**src/rtl/core/mmfe_pkg.sv**
```systemverilog
// ============================================================================
// mmfe_pkg : shared types, constants and CRC helper
// Types, frame constants and the bytewise CRC-16 step shared by the
// front end, job queue, back end and top level of the meter frame engine.
// ============================================================================
`default_nettype none

package mmfe_pkg;

    // Response framing
    localparam int MAX_FRAME = 40;
    localparam int CNT_W     = $clog2(MAX_FRAME + 1);
    localparam int LEN_W     = 6;
    localparam int PAY_FIRST = 3;
    localparam int PAY_BYTES = 24;
    localparam int NUM_WORDS = 6;

    // Request framing
    localparam int REQ_LEN   = 8;
    localparam int IDX_W     = $clog2(REQ_LEN);
    localparam int REQ_DATA  = 6;

    localparam logic [7:0] FUNC_READ_HOLDING = 8'h03;
    localparam logic [7:0] REG_ADDR_HI       = 8'h00;
    localparam logic [7:0] REG_ADDR_LO       = 8'h48;
    localparam logic [7:0] REG_COUNT_HI      = 8'h00;
    localparam logic [7:0] REG_COUNT_LO      = 8'h06;

    localparam logic [15:0] CRC_POLY = 16'hA001;
    localparam logic [15:0] CRC_INIT = 16'hFFFF;

    localparam logic [7:0] DEVICE_ID_RESET = 8'h01;

    // Item codes
    localparam logic CMD_REQUEST  = 1'b0;
    localparam logic CMD_RX_BYTE  = 1'b1;
    localparam logic KIND_REQUEST = 1'b0;
    localparam logic KIND_RECORD  = 1'b1;

    // Job queue
    localparam int QUEUE_DEPTH = 4;
    localparam int QPTR_W      = $clog2(QUEUE_DEPTH);
    localparam int QCNT_W      = $clog2(QUEUE_DEPTH + 1);

    typedef struct packed {
        logic       cmd;
        logic [7:0] rx_byte;
        logic       rx_last;
    } t_in_item;

    typedef struct packed {
        logic             out_kind;
        logic [7:0]       tx_byte;
        logic             last;
        logic [31:0]      voltage;
        logic [31:0]      current;
        logic [31:0]      power;
        logic [31:0]      energy;
        logic [31:0]      pwr_factor;
        logic [31:0]      co2;
        logic             id_match;
        logic             crc_match;
        logic [LEN_W-1:0] frame_length;
    } t_out_item;

    // One queued job: a whole request frame or one finished record
    typedef struct packed {
        logic                            kind;
        logic [NUM_WORDS-1:0][31:0]      words;
        logic                            id_match;
        logic                            crc_match;
        logic [LEN_W-1:0]                frame_length;
    } t_job;

    typedef struct packed {
        logic full;
        logic empty;
    } t_q_status;

    // CRC-16, reflected poly, one byte
    function automatic logic [15:0] crc_byte(logic [15:0] crc_in, logic [7:0] data);
        logic [15:0] c;
        c = crc_in ^ {8'h00, data};
        for (int k = 0; k < 8; k++) begin
            if (c[0]) begin
                c = (c >> 1) ^ CRC_POLY;
            end else begin
                c = c >> 1;
            end
        end
        return c;
    endfunction

endpackage

`default_nettype wire

```
**src/rtl/core/modbus_meter_frame_engine.sv**
```systemverilog
// ============================================================================
// modbus_meter_frame_engine : RTU read-holding-registers request/response engine
// Builds 8-byte read requests and parses meter response frames into records.
// ============================================================================
// Usage
//   Input channel (i_in_valid / o_in_stall, item i_in_item): cmd = request
//   queues one 8-byte read frame; cmd = rx byte feeds one response byte,
//   rx_last closing the frame. Taken when valid is high and stall is low.
//   Output channel (o_out_valid / i_out_stall, item o_out_item): request
//   bytes (out_kind 0, last on byte eight) or one record per response frame.
//   Config channel (i_cfg_valid / o_cfg_ready, i_cfg_data): device id, reset
//   value 1. Ready is always high; write only while the block is idle.
// Timing
//   Response bytes are taken one per cycle while the queue has room, CRC
//   byte update in the same cycle. A record is queued as its last byte is
//   taken and offered at the queue head. A request is offered there as 8
//   items, one per cycle while the output is not stalled. A 4-entry job
//   queue sits between intake and output; input stalls only while it is full.
// Reset
//   Synchronous, active low: CRC to FFFF, count, byte store and held words
//   cleared, queue emptied, device id back to 1. An output stall just holds
//   the head item; intake carries on until the queue fills.
// ============================================================================
`default_nettype none

module modbus_meter_frame_engine (
    input  wire logic                i_clk,
    input  wire logic                i_rst_n,
    input  wire logic                i_in_valid,
    input  wire mmfe_pkg::t_in_item  i_in_item,
    output logic                     o_in_stall,
    output logic                     o_out_valid,
    output mmfe_pkg::t_out_item      o_out_item,
    input  wire logic                i_out_stall,
    input  wire logic                i_cfg_valid,
    input  wire logic [7:0]          i_cfg_data,
    output logic                     o_cfg_ready
);

    logic [7:0]          r_device_id;
    logic                w_in_accept;
    logic                w_push;
    logic                w_pop;
    mmfe_pkg::t_job      w_job;
    mmfe_pkg::t_job      w_head;
    mmfe_pkg::t_q_status w_q_status;

    // Config register
    assign o_cfg_ready = 1'b1;

    always_ff @(posedge i_clk) begin
        if (!i_rst_n) begin
            r_device_id <= mmfe_pkg::DEVICE_ID_RESET;
        end else if (i_cfg_valid && o_cfg_ready) begin
            r_device_id <= i_cfg_data;
        end
    end

    // Intake stalls only on a full queue
    assign o_in_stall  = w_q_status.full;
    assign w_in_accept = i_in_valid && !o_in_stall;

    mmfe_front u_front (
        .i_clk       (i_clk),
        .i_rst_n     (i_rst_n),
        .i_accept    (w_in_accept),
        .i_item      (i_in_item),
        .i_device_id (r_device_id),
        .o_push      (w_push),
        .o_job       (w_job)
    );

    mmfe_queue u_queue (
        .i_clk    (i_clk),
        .i_rst_n  (i_rst_n),
        .i_push   (w_push),
        .i_job    (w_job),
        .i_pop    (w_pop),
        .o_head   (w_head),
        .o_status (w_q_status)
    );

    mmfe_back u_back (
        .i_clk       (i_clk),
        .i_rst_n     (i_rst_n),
        .i_head      (w_head),
        .i_q_empty   (w_q_status.empty),
        .i_device_id (r_device_id),
        .i_out_stall (i_out_stall),
        .o_out_valid (o_out_valid),
        .o_out_item  (o_out_item),
        .o_pop       (w_pop)
    );

    // Checks

    // No job may be pushed into a full queue
    a_no_overflow: assert property (@(posedge i_clk) disable iff (!i_rst_n)
        w_q_status.full |-> !w_push)
        else $error("job pushed into full queue");

    // A job leaves the queue only when its final item is taken
    a_pop_on_final: assert property (@(posedge i_clk) disable iff (!i_rst_n)
        w_pop |-> (o_out_valid && !i_out_stall && o_out_item.last))
        else $error("job popped before its final item");

    // Every taken record retires its job
    a_record_retires: assert property (@(posedge i_clk) disable iff (!i_rst_n)
        (o_out_valid && !i_out_stall && (o_out_item.out_kind == mmfe_pkg::KIND_RECORD))
        |-> w_pop)
        else $error("record taken without retiring its job");

    // Queue empties only by popping
    a_empty_by_pop: assert property (@(posedge i_clk) disable iff (!i_rst_n)
        ($rose(w_q_status.empty)) |-> $past(w_pop))
        else $error("queue emptied without a pop");

endmodule

`default_nettype wire

```
**src/rtl/core/mmfe_front.sv**
```systemverilog
// ============================================================================
// mmfe_front : item intake and response assembly
// Runs the receive CRC, byte store and length count per response byte and
// queues a request job or a finished record.
// ============================================================================
`default_nettype none

module mmfe_front (
    input  wire logic               i_clk,
    input  wire logic               i_rst_n,
    input  wire logic               i_accept,
    input  wire mmfe_pkg::t_in_item i_item,
    input  wire logic [7:0]         i_device_id,
    output logic                    o_push,
    output mmfe_pkg::t_job          o_job
);

    logic [15:0]                        r_crc, n_crc;
    logic [mmfe_pkg::CNT_W-1:0]         r_count, n_count;
    logic [1:0][7:0]                    r_tail, n_tail;
    logic [7:0]                         r_first, n_first;
    logic [mmfe_pkg::PAY_BYTES-1:0][7:0] r_pay, n_pay;
    logic [mmfe_pkg::NUM_WORDS-1:0][31:0] r_words, n_words;

    logic rx_take;
    logic rx_store;
    logic rx_end;
    logic id_ok;
    logic crc_ok;
    logic [mmfe_pkg::NUM_WORDS-1:0][31:0] load_words;

    assign rx_take  = i_accept && (i_item.cmd == mmfe_pkg::CMD_RX_BYTE);
    assign rx_store = rx_take && (r_count < mmfe_pkg::CNT_W'(mmfe_pkg::MAX_FRAME));
    assign rx_end   = rx_take && i_item.rx_last;

    always_comb begin
        n_crc   = r_crc;
        n_tail  = r_tail;
        n_first = r_first;
        n_pay   = r_pay;
        n_count = r_count;
        if (rx_store) begin
            if (r_count >= mmfe_pkg::CNT_W'(2)) begin
                n_crc = mmfe_pkg::crc_byte(r_crc, r_tail[0]);
            end
            n_tail[0] = r_tail[1];
            n_tail[1] = i_item.rx_byte;
            if (r_count == '0) begin
                n_first = i_item.rx_byte;
            end
            for (int i = 0; i < mmfe_pkg::PAY_BYTES; i++) begin
                if (r_count == mmfe_pkg::CNT_W'(i + mmfe_pkg::PAY_FIRST)) begin
                    n_pay[i] = i_item.rx_byte;
                end
            end
            n_count = r_count + 1'b1;
        end
    end

    // Big-endian words from the updated store
    always_comb begin
        for (int k = 0; k < mmfe_pkg::NUM_WORDS; k++) begin
            load_words[k] = {n_pay[4*k], n_pay[4*k+1], n_pay[4*k+2], n_pay[4*k+3]};
        end
    end

    assign id_ok   = (n_first == i_device_id);
    assign crc_ok  = (n_count >= mmfe_pkg::CNT_W'(2))
                  && (n_tail[0] == n_crc[7:0]) && (n_tail[1] == n_crc[15:8]);
    assign n_words = (rx_end && id_ok) ? load_words : r_words;

    always_comb begin
        o_job = '0;
        if (rx_end) begin
            o_job.kind         = mmfe_pkg::KIND_RECORD;
            o_job.words        = n_words;
            o_job.id_match     = id_ok;
            o_job.crc_match    = crc_ok;
            o_job.frame_length = mmfe_pkg::LEN_W'(n_count);
        end else begin
            o_job.kind = mmfe_pkg::KIND_REQUEST;
        end
    end

    assign o_push = rx_end || (i_accept && (i_item.cmd == mmfe_pkg::CMD_REQUEST));

    always_ff @(posedge i_clk) begin
        if (!i_rst_n) begin
            r_crc   <= mmfe_pkg::CRC_INIT;
            r_count <= '0;
            r_tail  <= '0;
            r_first <= '0;
            r_pay   <= '0;
            r_words <= '0;
        end else begin
            r_tail  <= n_tail;
            r_first <= n_first;
            r_pay   <= n_pay;
            r_words <= n_words;
            if (rx_end) begin
                r_crc   <= mmfe_pkg::CRC_INIT;
                r_count <= '0;
            end else begin
                r_crc   <= n_crc;
                r_count <= n_count;
            end
        end
    end

endmodule

`default_nettype wire

```
**src/rtl/core/mmfe_queue.sv**
```systemverilog
// ============================================================================
// mmfe_queue : job queue between front and back end
// Small circular buffer of jobs; head is read straight from storage.
// ============================================================================
`default_nettype none

module mmfe_queue (
    input  wire logic           i_clk,
    input  wire logic           i_rst_n,
    input  wire logic           i_push,
    input  wire mmfe_pkg::t_job i_job,
    input  wire logic           i_pop,
    output mmfe_pkg::t_job      o_head,
    output mmfe_pkg::t_q_status o_status
);

    mmfe_pkg::t_job               r_mem [mmfe_pkg::QUEUE_DEPTH];
    logic [mmfe_pkg::QPTR_W-1:0]  r_wr_ptr, n_wr_ptr;
    logic [mmfe_pkg::QPTR_W-1:0]  r_rd_ptr, n_rd_ptr;
    logic [mmfe_pkg::QCNT_W-1:0]  r_cnt;

    logic do_push;
    logic do_pop;

    assign o_status.full  = (r_cnt == mmfe_pkg::QCNT_W'(mmfe_pkg::QUEUE_DEPTH));
    assign o_status.empty = (r_cnt == '0);
    assign do_push        = i_push && !o_status.full;
    assign do_pop         = i_pop && !o_status.empty;
    assign o_head         = r_mem[r_rd_ptr];

    assign n_wr_ptr = (r_wr_ptr == mmfe_pkg::QPTR_W'(mmfe_pkg::QUEUE_DEPTH - 1))
                    ? '0 : r_wr_ptr + 1'b1;
    assign n_rd_ptr = (r_rd_ptr == mmfe_pkg::QPTR_W'(mmfe_pkg::QUEUE_DEPTH - 1))
                    ? '0 : r_rd_ptr + 1'b1;

    always_ff @(posedge i_clk) begin
        if (do_push) begin
            r_mem[r_wr_ptr] <= i_job;
        end
    end

    always_ff @(posedge i_clk) begin
        if (!i_rst_n) begin
            r_wr_ptr <= '0;
            r_rd_ptr <= '0;
            r_cnt    <= '0;
        end else begin
            if (do_push) begin
                r_wr_ptr <= n_wr_ptr;
            end
            if (do_pop) begin
                r_rd_ptr <= n_rd_ptr;
            end
            if (do_push && !do_pop) begin
                r_cnt <= r_cnt + 1'b1;
            end else if (do_pop && !do_push) begin
                r_cnt <= r_cnt - 1'b1;
            end
        end
    end

endmodule

`default_nettype wire

```
**src/rtl/core/mmfe_back.sv**
```systemverilog
// ============================================================================
// mmfe_back : result sequencer
// Plays a request job out as eight frame bytes with a running CRC, or a
// record job as a single record item.
// ============================================================================
`default_nettype none

module mmfe_back (
    input  wire logic                i_clk,
    input  wire logic                i_rst_n,
    input  wire mmfe_pkg::t_job      i_head,
    input  wire logic                i_q_empty,
    input  wire logic [7:0]          i_device_id,
    input  wire logic                i_out_stall,
    output logic                     o_out_valid,
    output mmfe_pkg::t_out_item      o_out_item,
    output logic                     o_pop
);

    logic [mmfe_pkg::IDX_W-1:0] r_idx;
    logic [15:0]                r_crc;
    logic [7:0]                 req_byte;
    logic                       out_take;
    logic                       idx_last;

    assign o_out_valid = !i_q_empty;
    assign out_take    = o_out_valid && !i_out_stall;
    assign idx_last    = (r_idx == mmfe_pkg::IDX_W'(mmfe_pkg::REQ_LEN - 1));

    always_comb begin
        unique case (r_idx)
            3'd0:    req_byte = i_device_id;
            3'd1:    req_byte = mmfe_pkg::FUNC_READ_HOLDING;
            3'd2:    req_byte = mmfe_pkg::REG_ADDR_HI;
            3'd3:    req_byte = mmfe_pkg::REG_ADDR_LO;
            3'd4:    req_byte = mmfe_pkg::REG_COUNT_HI;
            3'd5:    req_byte = mmfe_pkg::REG_COUNT_LO;
            3'd6:    req_byte = r_crc[7:0];
            3'd7:    req_byte = r_crc[15:8];
            default: req_byte = '0;
        endcase
    end

    always_comb begin
        o_out_item = '0;
        if (i_head.kind == mmfe_pkg::KIND_RECORD) begin
            o_out_item.out_kind     = mmfe_pkg::KIND_RECORD;
            o_out_item.last         = 1'b1;
            o_out_item.voltage      = i_head.words[0];
            o_out_item.current      = i_head.words[1];
            o_out_item.power        = i_head.words[2];
            o_out_item.energy       = i_head.words[3];
            o_out_item.pwr_factor   = i_head.words[4];
            o_out_item.co2          = i_head.words[5];
            o_out_item.id_match     = i_head.id_match;
            o_out_item.crc_match    = i_head.crc_match;
            o_out_item.frame_length = i_head.frame_length;
        end else begin
            o_out_item.out_kind = mmfe_pkg::KIND_REQUEST;
            o_out_item.tx_byte  = req_byte;
            o_out_item.last     = idx_last;
        end
    end

    assign o_pop = out_take && ((i_head.kind == mmfe_pkg::KIND_RECORD) || idx_last);

    always_ff @(posedge i_clk) begin
        if (!i_rst_n) begin
            r_idx <= '0;
            r_crc <= mmfe_pkg::CRC_INIT;
        end else if (out_take && (i_head.kind == mmfe_pkg::KIND_REQUEST)) begin
            if (idx_last) begin
                r_idx <= '0;
                r_crc <= mmfe_pkg::CRC_INIT;
            end else begin
                r_idx <= r_idx + 1'b1;
                if (r_idx < mmfe_pkg::IDX_W'(mmfe_pkg::REQ_DATA)) begin
                    r_crc <= mmfe_pkg::crc_byte(r_crc, req_byte);
                end
            end
        end
    end

endmodule

`default_nettype wire
```
**config.mk**
```make
export PLATFORM = sky130hd
export DESIGN_NAME = modbus_meter_frame_engine
export DESIGN_NICKNAME = d
export VERILOG_FILES = /design/src/rtl/core/mmfe_pkg.sv /design/src/rtl/core/modbus_meter_frame_engine.sv /design/src/rtl/core/mmfe_front.sv /design/src/rtl/core/mmfe_queue.sv /design/src/rtl/core/mmfe_back.sv
export SDC_FILE = /design/constraint.sdc
export NUM_CORES = 2
export LEC_CHECK = 0
export BUFFER_PORTS_ARGS = -buffer_cell sky130_fd_sc_hd__buf_2
export CAP_MARGIN = 25
export CORE_MARGIN = 1.5
export CORE_UTILIZATION = 35
export DETAILED_ROUTE_END_ITERATION = 16
export PLACE_DENSITY_LB_ADDON = 0.2
export SLEW_MARGIN = 25
export SYNTH_ARGS = -nofsm -noshare
export SYNTH_HDL_FRONTEND = slang
export SYNTH_SLANG_ARGS = --single-unit
```
**constraint.sdc**
```tcl
create_clock -name i_clk -period 8.6 [get_ports i_clk]
set_input_delay 1.72 -clock i_clk [delete_from_list [all_inputs] [get_ports i_clk]]
set_output_delay 1.72 -clock i_clk [all_outputs]
set_load 0.05 [all_outputs]
```
==> metrics <==
global-route wire length before repair 190 mm; port buffer count 234; total area of multi-input combinational cells 15700 um2; async set-reset flop share out of synthesis 0%; Setup Viol. Count Final 0; number of cells produced by synthesis 3552; area growth from synthesis to layout 15.0%; clock net sink count 1270; antenna violations before repair 7; routed len/inst 22.1 um; total iterations of the first detailed-routing run 5; cell internal power dissipation 11.2 mW; Max Cap Viol 0; fmax 162 MHz; Initial Utilization 35.4%; total setup buffers inserted after CTS 0; HPWL after detailed placement 70.5 mm; Hold Startpoint u_front.r_tail[7]; number of cells on the worst hold path 2; sw power 4.93 mW; maximum clock skew at final layout ~0.024 ns; crit-path max FO 110; Chip Width ~380 um; Power Dens Cells between 200 and 300 nW/um2; aggregate global-route resource usage 17.4%; core outline area about 140000 um2; via count 28064; sequential cell area in the final layout 33500 um2; post-detailed-route DRC marker count 0; reg-to-reg endpoint u_queue.r_mem[0][170]; startpoint of the most critical register-to-register path u_front.r_count[3]; length in cells of the worst reg-to-reg path 11; startpoint type of the worst setup path register; H-tree level count 4; Least-Margin Pin Slew between 0.9 and 1 ns; Crit Path Class register to output pin; most used standard cell by instance count after synthesis sky130_fd_sc_hd__edfxtp_1; number of placed I/O pins 236; yosys warns 0; synthesized area 50200 um2; slowest stage cell, crit path sky130_fd_sc_hd__dfxtp_4; number of flip-flops and latches in the synthesized netlist 1270; via count of the first global-routing pass 29078; clock latency on the worst-skew pair between 0.7 and 0.8 ns; GP Congestion about 0.75; total overflow reported by the global router 0; Static Leakage 20.7 nW; number of fillers in the final layout 13325; most instantiated flip-flop cell in the synthesis netlist sky130_fd_sc_hd__edfxtp_1; number of violations reported at the end of detailed-routing iteration 0 1820; post-cts repair resize count 0; Mean Syn Cell Area 14.1 um2; Worst EP required ~6.9 ns; switching part of the total power 30.5%; CTS tree built; Reg power frac 42.7%; portion of synthesized cell area occupied by the leading cell type 48.1%; chip height 382 um; normalized max-slew margin 33.6%; result of the run finished clean; maximum clock insertion buffer count 3; dpl cell area 53200 um2; CP endpoint o_out_item[16]; number of enable flip-flop cells after synthesis 804; top cells by area in the synthesized netlist sky130_fd_sc_hd__edfxtp_1, sky130_fd_sc_hd__dfxtp_1, sky130_fd_sc_hd__mux4_2; setup slack of the worst register-to-register path 4.06 ns; library cells used by synthesis 65; Net Count, Synth 3592; fraction of power consumed by the clock network 36.1%; fraction of final layout cells sized beyond drive strength 1 18.5%; antenna-violating nets left 0; finished layout cell area 57700 um2; type of element capturing the critical path output pin; RSZ-0062 raised after global routing false; number of vias per cell around 4.9; count of pins over their slew limit 0; worst IR drop on VDD 0.144 mV; number of buffers created by CTS 140; clk slew on worst S/H paths ~0.06 ns; Logic pwr share a little over a fifth; proportion of synthesized chip area in sequential cells 66.7%; number of hold buffers added after CTS 0; cell chain of the critical path mux2_2 -> o21ai_1 -> inv_6 -> buf_4 -> and2_1 -> buf_2; fraction of the cycle the final worst path needs 71.6%; Net count, final 3780; Min Clock Period, post-route approximately 6.2 ns; Total Negative Setup Slacks 0 ns; data arrival at the endpoint of the critical path 4.44 ns; classification of the worst-slack hold path register to register; Clock Tree Root sky130_fd_sc_hd__clkbuf_16; final core utilization 40.7%; Fin Hold WS a little under 0.5 ns; leading area contributor after synthesis sky130_fd_sc_hd__edfxtp_1; die area 146000 um2; max incr delay on CP 0.89 ns; number of hold violations in the final report 0; std cell rows around 140; top cells by instance count after synthesis sky130_fd_sc_hd__edfxtp_1, sky130_fd_sc_hd__dfxtp_1, sky130_fd_sc_hd__nor2_1; maximum number of pins on one net before global-route repair 132; total wirelength of the detailed-routed design 127 mm
## registers in the layout, indices dropped and copies added (netlist names), named ones only
register,cells
u_queue.r_wr_ptr,2
u_front.r_crc,16
u_front.r_words,192
u_front.r_pay,192
u_front.r_count,6
r_device_id,8
u_back.r_crc,16
u_queue.r_cnt,3
u_front.r_first,8
u_queue.r_rd_ptr,2
u_front.r_tail,16
u_back.r_idx,3
u_queue.r_mem,804
## how the worst min path moves through the flow
stage | to | slack, ns
floorplan | u_front.r_first[5] | 0.45
global placement | u_front.r_first[5] | 0.47
detailed placement | u_front.r_first[5] | 0.48
CTS | u_front.r_first[5] | 0.49
global route | u_front.r_tail[7] | 0.51
finish | u_front.r_tail[7] | 0.48
## worst max-delay path, delay by kind of cell (launching register included)
family / cells / cell delay [ns]
mux: 1 / 0.41
compound gates: 1 / 0.76
flops: 1 / 0.89
buf+inv: 3 / 1.29
simple gates: 1 / 0.25
## area by class of cell
cell class	count	area share (%)
multi-input cells	2030	27.3
inverters	23	0.158
well taps	1890	4.10
repair buffers	275	2.72
clock inverters	53	0.796
flip-flops and latches	1270	58.0
clock buffers	204	6.95
diodes	1	0.00434
## routing by layer
layer | global-route usage, % | vias up | wire length [um]
met5 | 0 | - | 0
met4 | 5.17 | 0 | 2730
met3 | 2.88 | 146 | 4860
met2 | 28.9 | 509 | 61200
met1 | 23.4 | 14314 | 58100
li1 | - | 13095 | -
## metrics by stage
| step | power, mW | cells | worst slack, ns |
|---|---|---|---|
| finish | 16.2 | 5746 | 2.44 |
| global route | 16.8 | 5745 | 2.04 |
| CTS | 16.4 | 5745 | 2.17 |
| detailed placement | 10.5 | 5488 | 3.03 |
| global placement | 10.5 | 5488 | 3.04 |
| floorplan | 9.57 | 3552 | 1.26 |
## power groups by stage
| stage | Clock [mW] | Sequential, mW | Combinational (mW) |
|---|---|---|---|
| 3_3_place_gp | 0 | 7.03 | 3.50 |
| 5_1_grt | 6.21 | 6.94 | 3.64 |
| 4_1_cts | 5.99 | 6.91 | 3.51 |
| 6_report | 5.84 | 6.90 | 3.42 |
| 3_5_place_dp | 0 | 7.04 | 3.51 |
| 2_1_floorplan | 0 | 7.02 | 2.56 |
## cells by family after synthesis
kind of cell               count (synthesis)  synth area share, %
and+or+nand+nor                         1212                 12.6
xor gates and xnor gates                  60                 1.12
adders and majority gates                 17                0.439
other                                      1              0.00747
muxes                                    435                 13.7
buffers and inverters                    252                 2.07
DFF                                     1270                 66.7
AOI/OAI and AO/OA                        305                 3.43
## cells in the final DEF, fill, tap and decap left out, types with 6 or more instances in the layout
cell type and count:
sky130_fd_sc_hd__xor2_1 25, sky130_fd_sc_hd__edfxtp_1 804, sky130_fd_sc_hd__mux2i_1 233, sky130_fd_sc_hd__dfxtp_1 464
sky130_fd_sc_hd__mux4_2 200, sky130_fd_sc_hd__nand3_1 14, sky130_fd_sc_hd__ha_1 16, sky130_fd_sc_hd__a21oi_2 10
sky130_fd_sc_hd__inv_1 22, sky130_fd_sc_hd__nor2b_1 410, sky130_fd_sc_hd__nor4_1 6, sky130_fd_sc_hd__clkbuf_8 16
sky130_fd_sc_hd__buf_12 6, sky130_fd_sc_hd__and3_1 8, sky130_fd_sc_hd__a21oi_1 208, sky130_fd_sc_hd__nand2_1 86
sky130_fd_sc_hd__buf_2 233, sky130_fd_sc_hd__o21ai_0 28, sky130_fd_sc_hd__nor2_1 431, sky130_fd_sc_hd__and2_1 206
sky130_fd_sc_hd__xnor2_1 32, sky130_fd_sc_hd__buf_4 34, sky130_fd_sc_hd__bufinv_16 6, sky130_fd_sc_hd__a21boi_0 14
sky130_fd_sc_hd__clkinv_1 12, sky130_fd_sc_hd__o22ai_1 9, sky130_fd_sc_hd__clkbuf_1 43, sky130_fd_sc_hd__clkinv_2 26
sky130_fd_sc_hd__nor3_1 17, sky130_fd_sc_hd__clkbuf_16 145
No activity file was read; power rests on OpenSTA's default activity.
